==> config.mk <==
export PLATFORM = sky130hd
export DESIGN_NAME = nmea_gga_coordinate_extractor
export DESIGN_NICKNAME = d
export VERILOG_FILES = /design/src/rtl/gga_pkg.sv /design/src/rtl/nmea_gga_coordinate_extractor.sv /design/src/rtl/gga_front.sv /design/src/rtl/gga_queue.sv /design/src/rtl/gga_cvt.sv /design/src/rtl/gga_back.sv
export SDC_FILE = /design/constraint.sdc
export NUM_CORES = 2
export LEC_CHECK = 0
export BUFFER_PORTS_ARGS = -buffer_cell sky130_fd_sc_hd__buf_2
export CORE_ASPECT_RATIO = 1.1
export CORE_MARGIN = 2
export CORE_UTILIZATION = 60
export DETAILED_ROUTE_END_ITERATION = 6
export GPL_TIMING_DRIVEN = 0
export HOLD_SLACK_MARGIN = 0.12
export PLACE_DENSITY = 0.76
export SYNTH_ARGS = -nofsm -noshare
export SYNTH_HDL_FRONTEND = slang
export SYNTH_SLANG_ARGS = --single-unit
==> constraint.sdc <==
create_clock -name clk -period 17.2 [get_ports clk]
set_input_delay 3.44 -clock clk [delete_from_list [all_inputs] [get_ports clk]]
set_output_delay 3.44 -clock clk [all_outputs]
set_load 0.005 [all_outputs]
==> src/rtl/gga_pkg.sv <==
// Shared constants, types and widths for the NMEA GGA coordinate extractor.
`timescale 1ns / 1ps

package gga_pkg;

    // Characters and the sentence tag.
    localparam logic [7:0]  CHAR_DOLLAR = 8'h24;
    localparam logic [7:0]  CHAR_COMMA  = 8'h2C;
    localparam logic [7:0]  CHAR_ZERO   = 8'h30;
    localparam logic [7:0]  CHAR_NINE   = 8'h39;
    localparam logic [23:0] TAG_GGA     = 24'h474741;

    // Field numbers counted by commas after the tag.
    localparam logic [2:0] FIELD_LAT = 3'd2;
    localparam logic [2:0] FIELD_LON = 3'd4;
    localparam logic [2:0] FIELD_END = 3'd5;
    localparam logic [2:0] FIELD_MAX = 3'd7;

    // Character positions of the two coordinate fields.
    localparam logic [3:0] LAT_POSITIONS = 4'd10;
    localparam logic [3:0] LAT_DOT       = 4'd4;
    localparam logic [3:0] LON_POSITIONS = 4'd11;
    localparam logic [3:0] LON_DOT       = 4'd5;

    // Accumulator and result widths.
    localparam int unsigned LAT_ACC_W  = 30;
    localparam int unsigned LON_ACC_W  = 34;
    localparam int unsigned ACC_W      = 34;
    localparam int unsigned PAD_W      = 4;
    localparam int unsigned DEG_W      = 10;
    localparam int unsigned MIN_W      = 24;
    localparam int unsigned QUO_W      = 18;
    localparam int unsigned FRAC_W     = 17;
    localparam int unsigned LAT_DEG_W  = 7;

    // Conversion constants.
    localparam int unsigned DEG_SCALE    = 10000000;
    localparam int unsigned MIN_DIVISOR  = 60;
    localparam int unsigned FRACTION_MAX = 99999;

    // Reciprocals for the two constant divisions. Degrees are the padded value shifted
    // down by seven, times DEG_RECIP, over 2^44; the fraction is the minutes times
    // MIN_RECIP over 2^30. Both are exact for every value a decimal field can hold.
    localparam int unsigned DEG_PRE_SHIFT   = 7;
    localparam int unsigned DEG_RECIP_SHIFT = 44;
    localparam logic [27:0] DEG_RECIP       = 28'd225179982;
    localparam int unsigned MIN_RECIP_SHIFT = 30;
    localparam logic [24:0] MIN_RECIP       = 25'd17895698;

    // Depth of the queue between parser and converter.
    localparam int unsigned QUEUE_DEPTH = 2;

    // One closed sentence: raw digits plus the number of zero digits to append.
    typedef struct packed {
        logic [LAT_ACC_W-1:0] lat_acc;
        logic [PAD_W-1:0]     lat_pad;
        logic [LON_ACC_W-1:0] lon_acc;
        logic [PAD_W-1:0]     lon_pad;
    } item_t;

endpackage

==> src/rtl/nmea_gga_coordinate_extractor.sv <==
// The parser accepts one received character every cycle while the sentence queue has room.
// Each comma that closes the longitude field of a GGA sentence places the raw digits in
// a queue (default two entries). A converter back end then appends the missing zero digits
// (one per cycle, up to ten), and then splits off whole degrees, forms the minutes and
// divides them by sixty in states of their own, the divisions being reciprocal products.
// The back end takes a new entry from the queue only after the previous position has been
// loaded into the output register; short or empty fields take longer, as they need more
// padding. The latitude and longitude converters run side by side. The input stalls only
// when the queue is full, which needs several very short sentences in a row or an output
// that is held off.
`timescale 1ns / 1ps

module nmea_gga_coordinate_extractor
#(
    parameter int unsigned QUEUE_DEPTH = gga_pkg::QUEUE_DEPTH
)
(
    input  logic                            clk,
    input  logic                            rst_n,
    input  logic                            in_valid,
    output logic                            in_ready,
    input  logic [7:0]                      rx_byte,
    output logic                            out_valid,
    input  logic                            out_ready,
    output logic [gga_pkg::LAT_DEG_W-1:0]   lat_degrees,
    output logic [gga_pkg::FRAC_W-1:0]      lat_fraction,
    output logic [gga_pkg::DEG_W-1:0]       lon_degrees,
    output logic [gga_pkg::FRAC_W-1:0]      lon_fraction
);

    logic               queue_full;
    logic               push;
    gga_pkg::item_t     push_item;
    logic               pop;
    logic               queue_not_empty;
    gga_pkg::item_t     pop_item;

    gga_front u_front
    (
        .clk        (clk),
        .rst_n      (rst_n),
        .in_valid   (in_valid),
        .in_ready   (in_ready),
        .rx_byte    (rx_byte),
        .queue_full (queue_full),
        .push       (push),
        .push_item  (push_item)
    );

    gga_queue
    #(
        .DEPTH (QUEUE_DEPTH)
    )
    u_queue
    (
        .clk       (clk),
        .rst_n     (rst_n),
        .push      (push),
        .push_item (push_item),
        .full      (queue_full),
        .pop       (pop),
        .not_empty (queue_not_empty),
        .pop_item  (pop_item)
    );

    gga_back u_back
    (
        .clk          (clk),
        .rst_n        (rst_n),
        .item_valid   (queue_not_empty),
        .item         (pop_item),
        .pop          (pop),
        .out_valid    (out_valid),
        .out_ready    (out_ready),
        .lat_degrees  (lat_degrees),
        .lat_fraction (lat_fraction),
        .lon_degrees  (lon_degrees),
        .lon_fraction (lon_fraction)
    );

endmodule

==> src/rtl/gga_front.sv <==
// Byte parser: tag detection, field counting and digit accumulation.
`timescale 1ns / 1ps

module gga_front
(
    input  logic                clk,
    input  logic                rst_n,
    input  logic                in_valid,
    output logic                in_ready,
    input  logic [7:0]          rx_byte,
    input  logic                queue_full,
    output logic                push,
    output gga_pkg::item_t      push_item
);

    logic [23:0]                     tag_window_reg, tag_window_next;
    logic                            in_gga_reg, in_gga_next;
    logic [2:0]                      field_count_reg, field_count_next;
    logic [gga_pkg::LAT_ACC_W-1:0]   lat_acc_reg, lat_acc_next;
    logic [3:0]                      lat_idx_reg, lat_idx_next;
    logic [gga_pkg::LON_ACC_W-1:0]   lon_acc_reg, lon_acc_next;
    logic [3:0]                      lon_idx_reg, lon_idx_next;
    logic [23:0]                     window_shifted;
    logic [3:0]                      digit;
    logic [3:0]                      lat_digits;
    logic [3:0]                      lon_digits;
    logic                            accept;

    assign in_ready = !queue_full;
    assign accept   = in_valid && in_ready;

    assign digit = (rx_byte >= gga_pkg::CHAR_ZERO && rx_byte <= gga_pkg::CHAR_NINE)
                   ? 4'(rx_byte - gga_pkg::CHAR_ZERO) : 4'd0;

    assign window_shifted = {tag_window_reg[15:0], rx_byte};

    // The dot position is counted as a position but carries no digit.
    assign lat_digits = lat_idx_reg - ((lat_idx_reg > gga_pkg::LAT_DOT) ? 4'd1 : 4'd0);
    assign lon_digits = lon_idx_reg - ((lon_idx_reg > gga_pkg::LON_DOT) ? 4'd1 : 4'd0);

    assign push_item.lat_acc = lat_acc_reg;
    assign push_item.lat_pad = gga_pkg::LAT_POSITIONS - 4'd1 - lat_digits;
    assign push_item.lon_acc = lon_acc_reg;
    assign push_item.lon_pad = gga_pkg::LON_POSITIONS - 4'd1 - lon_digits;

    always_comb
    begin
        tag_window_next  = tag_window_reg;
        in_gga_next      = in_gga_reg;
        field_count_next = field_count_reg;
        lat_acc_next     = lat_acc_reg;
        lat_idx_next     = lat_idx_reg;
        lon_acc_next     = lon_acc_reg;
        lon_idx_next     = lon_idx_reg;
        push             = 1'b0;
        if (accept)
        begin
            priority if (rx_byte == gga_pkg::CHAR_DOLLAR)
            begin
                in_gga_next      = 1'b0;
                field_count_next = 3'd0;
                lat_acc_next     = '0;
                lat_idx_next     = 4'd0;
                lon_acc_next     = '0;
                lon_idx_next     = 4'd0;
            end
            else if (!in_gga_reg)
            begin
                if (window_shifted == gga_pkg::TAG_GGA)
                begin
                    in_gga_next     = 1'b1;
                    tag_window_next = 24'd0;
                end
                else
                begin
                    tag_window_next = window_shifted;
                end
            end
            else if (rx_byte == gga_pkg::CHAR_COMMA)
            begin
                if (field_count_reg == gga_pkg::FIELD_LON)
                begin
                    field_count_next = gga_pkg::FIELD_END;
                    push             = 1'b1;
                end
                else if (field_count_reg != gga_pkg::FIELD_MAX)
                begin
                    field_count_next = field_count_reg + 3'd1;
                end
            end
            else if (field_count_reg == gga_pkg::FIELD_LAT
                     && lat_idx_reg < gga_pkg::LAT_POSITIONS)
            begin
                if (lat_idx_reg != gga_pkg::LAT_DOT)
                begin
                    lat_acc_next = gga_pkg::LAT_ACC_W'({lat_acc_reg, 3'b000}
                                   + {lat_acc_reg, 1'b0} + {26'd0, digit});
                end
                lat_idx_next = lat_idx_reg + 4'd1;
            end
            else if (field_count_reg == gga_pkg::FIELD_LON
                     && lon_idx_reg < gga_pkg::LON_POSITIONS)
            begin
                if (lon_idx_reg != gga_pkg::LON_DOT)
                begin
                    lon_acc_next = gga_pkg::LON_ACC_W'({lon_acc_reg, 3'b000}
                                   + {lon_acc_reg, 1'b0} + {30'd0, digit});
                end
                lon_idx_next = lon_idx_reg + 4'd1;
            end
        end
    end

    always_ff @(posedge clk or negedge rst_n)
    begin
        if (!rst_n)
        begin
            tag_window_reg  <= 24'd0;
            in_gga_reg      <= 1'b0;
            field_count_reg <= 3'd0;
            lat_acc_reg     <= '0;
            lat_idx_reg     <= 4'd0;
            lon_acc_reg     <= '0;
            lon_idx_reg     <= 4'd0;
        end
        else
        begin
            tag_window_reg  <= tag_window_next;
            in_gga_reg      <= in_gga_next;
            field_count_reg <= field_count_next;
            lat_acc_reg     <= lat_acc_next;
            lat_idx_reg     <= lat_idx_next;
            lon_acc_reg     <= lon_acc_next;
            lon_idx_reg     <= lon_idx_next;
        end
    end

endmodule

==> src/rtl/gga_queue.sv <==
// Small register queue that carries closed sentences from parser to converter.
`timescale 1ns / 1ps

module gga_queue
#(
    parameter int unsigned DEPTH = gga_pkg::QUEUE_DEPTH
)
(
    input  logic            clk,
    input  logic            rst_n,
    input  logic            push,
    input  gga_pkg::item_t  push_item,
    output logic            full,
    input  logic            pop,
    output logic            not_empty,
    output gga_pkg::item_t  pop_item
);

    localparam int unsigned PTR_W = (DEPTH > 1) ? $clog2(DEPTH) : 1;
    localparam int unsigned CNT_W = $clog2(DEPTH + 1);

    gga_pkg::item_t     entry_reg [DEPTH];
    logic [PTR_W-1:0]   wr_ptr_reg, wr_ptr_next;
    logic [PTR_W-1:0]   rd_ptr_reg, rd_ptr_next;
    logic [CNT_W-1:0]   count_reg, count_next;

    assign full      = (count_reg == CNT_W'(DEPTH));
    assign not_empty = (count_reg != '0);
    assign pop_item  = entry_reg[rd_ptr_reg];

    always_comb
    begin
        wr_ptr_next = wr_ptr_reg;
        rd_ptr_next = rd_ptr_reg;
        count_next  = count_reg;
        if (push)
        begin
            wr_ptr_next = (wr_ptr_reg == PTR_W'(DEPTH - 1)) ? '0 : wr_ptr_reg + PTR_W'(1);
        end
        if (pop)
        begin
            rd_ptr_next = (rd_ptr_reg == PTR_W'(DEPTH - 1)) ? '0 : rd_ptr_reg + PTR_W'(1);
        end
        if (push && !pop)
        begin
            count_next = count_reg + CNT_W'(1);
        end
        else if (pop && !push)
        begin
            count_next = count_reg - CNT_W'(1);
        end
    end

    always_ff @(posedge clk or negedge rst_n)
    begin
        if (!rst_n)
        begin
            wr_ptr_reg <= '0;
            rd_ptr_reg <= '0;
            count_reg  <= '0;
        end
        else
        begin
            wr_ptr_reg <= wr_ptr_next;
            rd_ptr_reg <= rd_ptr_next;
            count_reg  <= count_next;
        end
    end

    always_ff @(posedge clk)
    begin
        if (push)
        begin
            entry_reg[wr_ptr_reg] <= push_item;
        end
    end

endmodule

==> src/rtl/gga_cvt.sv <==
// Converter: zero padding, then degree split and minutes-to-fraction by reciprocal products.
`timescale 1ns / 1ps

module gga_cvt
(
    input  logic                            clk,
    input  logic                            rst_n,
    input  logic                            start,
    input  logic [gga_pkg::ACC_W-1:0]       acc,
    input  logic [gga_pkg::PAD_W-1:0]       pad,
    output logic                            done,
    output logic [gga_pkg::DEG_W-1:0]       degrees,
    output logic [gga_pkg::FRAC_W-1:0]      fraction
);

    localparam int unsigned DEG_PROD_W = gga_pkg::ACC_W - gga_pkg::DEG_PRE_SHIFT
                                         + $bits(gga_pkg::DEG_RECIP);
    localparam int unsigned FRAC_PROD_W = gga_pkg::MIN_W + $bits(gga_pkg::MIN_RECIP);

    typedef enum logic [5:0]
    {
        CV_IDLE = 6'b000001,
        CV_PAD  = 6'b000010,
        CV_DEG  = 6'b000100,
        CV_MIN  = 6'b001000,
        CV_FRAC = 6'b010000,
        CV_DONE = 6'b100000
    } cvt_state_t;

    cvt_state_t                     state_reg, state_next;
    logic [gga_pkg::ACC_W-1:0]      val_reg, val_next;
    logic [gga_pkg::PAD_W-1:0]      cnt_reg, cnt_next;
    logic [gga_pkg::DEG_W-1:0]      deg_reg, deg_next;
    logic [gga_pkg::QUO_W-1:0]      quo_reg, quo_next;
    logic [DEG_PROD_W-1:0]          deg_prod;
    logic [FRAC_PROD_W-1:0]         frac_prod;

    // Dividing by 128 first leaves a 27-bit value, small enough for the reciprocal of 78125.
    assign deg_prod  = DEG_PROD_W'(val_reg[gga_pkg::ACC_W-1:gga_pkg::DEG_PRE_SHIFT])
                       * DEG_PROD_W'(gga_pkg::DEG_RECIP);
    assign frac_prod = FRAC_PROD_W'(val_reg[gga_pkg::MIN_W-1:0])
                       * FRAC_PROD_W'(gga_pkg::MIN_RECIP);

    assign done     = (state_reg == CV_DONE);
    assign degrees  = deg_reg;
    assign fraction = (quo_reg > gga_pkg::QUO_W'(gga_pkg::FRACTION_MAX))
                      ? gga_pkg::FRAC_W'(gga_pkg::FRACTION_MAX)
                      : quo_reg[gga_pkg::FRAC_W-1:0];

    always_comb
    begin
        state_next = state_reg;
        val_next   = val_reg;
        cnt_next   = cnt_reg;
        deg_next   = deg_reg;
        quo_next   = quo_reg;
        unique case (state_reg)
            CV_IDLE, CV_DONE:
            begin
                if (start)
                begin
                    val_next   = acc;
                    cnt_next   = pad;
                    deg_next   = '0;
                    quo_next   = '0;
                    state_next = CV_PAD;
                end
            end
            CV_PAD:
            begin
                if (cnt_reg == '0)
                begin
                    state_next = CV_DEG;
                end
                else
                begin
                    val_next = gga_pkg::ACC_W'({val_reg, 3'b000} + {val_reg, 1'b0});
                    cnt_next = cnt_reg - gga_pkg::PAD_W'(1);
                end
            end
            CV_DEG:
            begin
                deg_next   = deg_prod[gga_pkg::DEG_RECIP_SHIFT +: gga_pkg::DEG_W];
                state_next = CV_MIN;
            end
            CV_MIN:
            begin
                // What is left after the whole degrees are the minutes, below 10^7.
                val_next   = val_reg - gga_pkg::ACC_W'(deg_reg)
                             * gga_pkg::ACC_W'(gga_pkg::DEG_SCALE);
                state_next = CV_FRAC;
            end
            CV_FRAC:
            begin
                quo_next   = frac_prod[gga_pkg::MIN_RECIP_SHIFT +: gga_pkg::QUO_W];
                state_next = CV_DONE;
            end
            default:
            begin
                state_next = CV_IDLE;
            end
        endcase
    end

    always_ff @(posedge clk or negedge rst_n)
    begin
        if (!rst_n)
        begin
            state_reg <= CV_IDLE;
            cnt_reg   <= '0;
        end
        else
        begin
            state_reg <= state_next;
            cnt_reg   <= cnt_next;
        end
    end

    always_ff @(posedge clk)
    begin
        val_reg <= val_next;
        deg_reg <= deg_next;
        quo_reg <= quo_next;
    end

endmodule

==> src/rtl/gga_back.sv <==
// Back end: takes queued sentences, runs both converters and holds the result beat.
`timescale 1ns / 1ps

module gga_back
(
    input  logic                            clk,
    input  logic                            rst_n,
    input  logic                            item_valid,
    input  gga_pkg::item_t                  item,
    output logic                            pop,
    output logic                            out_valid,
    input  logic                            out_ready,
    output logic [gga_pkg::LAT_DEG_W-1:0]   lat_degrees,
    output logic [gga_pkg::FRAC_W-1:0]      lat_fraction,
    output logic [gga_pkg::DEG_W-1:0]       lon_degrees,
    output logic [gga_pkg::FRAC_W-1:0]      lon_fraction
);

    typedef enum logic [1:0]
    {
        BK_IDLE = 2'b01,
        BK_RUN  = 2'b10
    } back_state_t;

    back_state_t                        state_reg, state_next;
    logic                               out_valid_reg, out_valid_next;
    logic                               load;
    logic                               start;
    logic                               lat_done, lon_done;
    logic [gga_pkg::DEG_W-1:0]          lat_deg_full, lon_deg;
    logic [gga_pkg::FRAC_W-1:0]         lat_frac, lon_frac;
    logic [gga_pkg::LAT_DEG_W-1:0]      lat_deg_reg;
    logic [gga_pkg::FRAC_W-1:0]         lat_frac_reg;
    logic [gga_pkg::DEG_W-1:0]          lon_deg_reg;
    logic [gga_pkg::FRAC_W-1:0]         lon_frac_reg;

    gga_cvt u_lat_cvt
    (
        .clk      (clk),
        .rst_n    (rst_n),
        .start    (start),
        .acc      ({4'd0, item.lat_acc}),
        .pad      (item.lat_pad),
        .done     (lat_done),
        .degrees  (lat_deg_full),
        .fraction (lat_frac)
    );

    gga_cvt u_lon_cvt
    (
        .clk      (clk),
        .rst_n    (rst_n),
        .start    (start),
        .acc      (item.lon_acc),
        .pad      (item.lon_pad),
        .done     (lon_done),
        .degrees  (lon_deg),
        .fraction (lon_frac)
    );

    assign out_valid    = out_valid_reg;
    assign lat_degrees  = lat_deg_reg;
    assign lat_fraction = lat_frac_reg;
    assign lon_degrees  = lon_deg_reg;
    assign lon_fraction = lon_frac_reg;
    assign pop          = start;

    always_comb
    begin
        state_next     = state_reg;
        out_valid_next = out_valid_reg;
        start          = 1'b0;
        load           = 1'b0;
        if (out_valid_reg && out_ready)
        begin
            out_valid_next = 1'b0;
        end
        unique case (state_reg)
            BK_IDLE:
            begin
                if (item_valid)
                begin
                    start      = 1'b1;
                    state_next = BK_RUN;
                end
            end
            BK_RUN:
            begin
                // The result register must be free before a new beat is loaded.
                if (lat_done && lon_done && (!out_valid_reg || out_ready))
                begin
                    load           = 1'b1;
                    out_valid_next = 1'b1;
                    state_next     = BK_IDLE;
                end
            end
            default:
            begin
                state_next = BK_IDLE;
            end
        endcase
    end

    always_ff @(posedge clk or negedge rst_n)
    begin
        if (!rst_n)
        begin
            state_reg     <= BK_IDLE;
            out_valid_reg <= 1'b0;
        end
        else
        begin
            state_reg     <= state_next;
            out_valid_reg <= out_valid_next;
        end
    end

    always_ff @(posedge clk)
    begin
        if (load)
        begin
            lat_deg_reg  <= lat_deg_full[gga_pkg::LAT_DEG_W-1:0];
            lat_frac_reg <= lat_frac;
            lon_deg_reg  <= lon_deg;
            lon_frac_reg <= lon_frac;
        end
    end

endmodule

==> impl_metrics.env <==
export IMPL_ctsHoldBuffers=0
export IMPL_clk_pin_slew_ps=70
export IMPL_slew_limit_headroom=0.1261
export IMPL_wl_met3_um=13050
export IMPL_root_buffer="clkbuf_16"
export IMPL_tightestPinTransition_ps=1311
export IMPL_grt_use_total=0.2986
export IMPL_layout_commonest_cell="inv_1"
export IMPL_rsz0062_at_grt="false"
export IMPL_path_max_fanout=14
export IMPL_drcViolationCount=0
export IMPL_die_area_um2=115900
export IMPL_synth_edf_count=319
export IMPL_gp_congestion=1.039
export IMPL_syn_avg_cell_area_um2=10.34
export IMPL_power_density_nw_per_um2=30.84
export IMPL_cp_slowest_cell="edfxtp_1"
export IMPL_dp_cells=8144
export IMPL_wl_met2_um=77180
export IMPL_ios=65
export IMPL_die_h_um=356.8
export IMPL_synth_ff_type="edfxtp_1"
export IMPL_vias=48110
export IMPL_skew_ps=50.76
export IMPL_seq_area_frac_synth=0.1850
export IMPL_drive_gt1_frac=0.03152
export IMPL_tritoncts="yes"
export IMPL_final_period_utilization=0.4828
export IMPL_ys_seq_elements=438
export IMPL_grt_pass1_vias=50430
export IMPL_min_path_type="flip-flop to flip-flop"
export IMPL_fin_setup_tns_ps=0
export IMPL_dr_pass1_iters=6
export IMPL_slowest_delay_ps=1210
export IMPL_crit_path_end_kind="flip-flop"
export IMPL_fmax_mhz=120.4
export IMPL_n_antenna_cell=0
export IMPL_post_cts_buffers=0
export IMPL_slew_viol_final=0
export IMPL_p_leak_nw=36.07
export IMPL_crit_family="adder cells"
export IMPL_grt_pass1_wl_um=270500
export IMPL_clk_path_buf_depth=3
export IMPL_syn_area_um2=67910
export IMPL_crit_buf_inv=6
export IMPL_synth_nets=8792
export IMPL_port_buffers=64
export IMPL_startpoint_type="flip-flop"
export IMPL_area_growth_pct=5.951
export IMPL_finalSetupViolations=0
export IMPL_synth_cells=6565
export IMPL_post_cts_resize_count=0
export IMPL_dieWidth_um=324.8
export IMPL_clock_sinks=438
export IMPL_ys_async_sr_fraction=0.2717
export IMPL_overflow=0
export IMPL_worstSetupPathType="flip-flop to flip-flop"
export IMPL_grt_max_degree=69
export IMPL_largest_reg_flops=144
export IMPL_drt_initial_drc_count=3917
export IMPL_yosysUniqueCellTypes=96
export IMPL_crit_required_ps=17650
export IMPL_run_status="completed"
export IMPL_cts_inserted_buffers=47
export IMPL_htreeDepth=2
export IMPL_ir_drop_mv=0.07279
export IMPL_hold_violations=0
export IMPL_core_um2=112300
export IMPL_wirelength_met1_um=73310
export IMPL_highest_layer="met5"
export IMPL_worstPathArrival_ps=8750
export IMPL_dpl_hpwl_um=143200
export IMPL_insertion_delay_ps=650
export IMPL_rows=129
export IMPL_finalCriticalPeriod_ps=8304
export IMPL_wire_per_inst_um=20.57
export IMPL_mostFrequentLayoutCells="inv_1, ha_1, fa_1"
export IMPL_yosysWarningCount=0
export IMPL_viasPerCell=5.844
export IMPL_max_cap_violations=0
export IMPL_grt_antenna_before_repair=3
export IMPL_start_util=0.6045
export IMPL_worstPathCellList="ha_1 -> inv_1 -> fa_1 -> inv_1 -> fa_1 -> inv_1 -> fa_1 -> inv_1 -> fa_1 -> inv_1 -> fa_1 -> inv_1 -> fa_1 -> ha_1 -> nand3_1 -> nor3_1 -> and2_1 -> and3_1 -> and4_1 -> a2111oi_2 -> nor4_1 -> o31ai_1 -> a21oi_1 -> nor3b_1"
export IMPL_totalWireLength_um=169300
export IMPL_postRouteAntennaNets=0
export IMPL_nNetsFinal=8914
export IMPL_stdcell_count=8232
==> final timing paths <==
path                                                       to  slack [ps]                    startpoint  cells past startpoint
worst max-delay path              u_back.u_lat_cvt.degrees[9]        8900  u_back.u_lat_cvt.val_reg[17]                     24
worst min-delay path                 u_queue.entry_reg[0][37]         490       u_front.lon_acc_reg[33]                      0
worst max register to register    u_back.u_lat_cvt.degrees[9]        8900  u_back.u_lat_cvt.val_reg[17]                     24
worst min register to register       u_queue.entry_reg[0][37]         490       u_front.lon_acc_reg[33]                      0
max in group asynchronous       u_back.u_lon_cvt.state_reg[0]       13660                         rst_n                      2
min in group asynchronous             u_front.lat_acc_reg[18]        2740                         rst_n                      1
==> cell families after synthesis <==
group,Yosys count,synth area share
buf+inv,1560,0.08623
mux,86,0.01293
simple gates,939,0.06782
fa+ha+maj,2215,0.5114
flops,438,0.1850
compound gates,1075,0.1042
xor+xnor,252,0.03250
==> worst reg2reg max path, delay by kind of cell, from the launching register on <==
family / cells / cell delay, ps
adders and majority gates: 8 / 3850
AOI/OAI and AO/OA: 3 / 1390
DFF: 1 / 1210
and+or+nand+nor: 7 / 1200
buffers and inverters: 6 / 470
==> cell usage after synthesis (all sizes together) (19+ instances only) <==
master / number / share of area
a211oi: 27 / 0.0032
a21o: 173 / 0.019
a21oi: 298 / 0.022
a31oi: 32 / 0.0029
and2: 29 / 0.0027
and3: 23 / 0.0021
clkbuf: 54 / 0.0030
dfrtp: 116 / 0.043
edfxtp: 319 / 0.14
fa: 934 / 0.28
ha: 1281 / 0.24
inv: 1499 / 0.083
mux2i: 72 / 0.011
nand2: 275 / 0.015
nand2b: 48 / 0.0044
nand3: 80 / 0.0059
nand4: 51 / 0.0047
nor2: 213 / 0.012
nor2b: 26 / 0.0024
nor3: 73 / 0.0054
nor3b: 19 / 0.0021
o211ai: 27 / 0.0030
o21a: 41 / 0.0045
o21ai: 217 / 0.016
o21bai: 40 / 0.0044
o221ai: 36 / 0.0046
o31ai: 40 / 0.0046
or3: 22 / 0.0020
xnor2: 152 / 0.020
xor2: 100 / 0.013
==> report_power, final <==
group | switching [mW] | internal (mW) | leakage, nW
clock network | 0.464 | 0.621 | 0.787
logic | 0.00804 | 0.00300 | 30.9
registers | 0.000810 | 1.12 | 4.42
total | 0.473 | 1.75 | 36.1
==> area by class of cell <==
type	instances	area, µm²
fill	8913	40390
multi-input combinational	4567	49530
clock buffer	62	1314
sequential	438	12560
timing repair buffer	73	470.5
clock inverter	26	331.6
tap	1506	1884
inverter	1500	5630
buffer	60	225.2
==> per-layer routing <==
layer,up-vias,global-route usage
li1,22200,-
met1,23960,0.4165
met2,1615,0.4841
met3,325,0.04586
met4,6,0.09269
met5,-,0
==> per-stage QoR <==
step	cell area [µm²]	hold slack [ps]	util	total power, mW	setup slack (ps)
global placement	70110	451.5	0.6241	1.156	5207
CTS	71950	490.1	0.6405	2.236	9091
finish	71950	486.0	0.6405	2.219	8896
global route	71950	495.2	0.6405	2.274	8687
detailed placement	70300	476.7	0.6258	1.157	9123
floorplan	67910	441.9	-	1.147	8957
No activity file was read; power rests on OpenSTA's default activity.
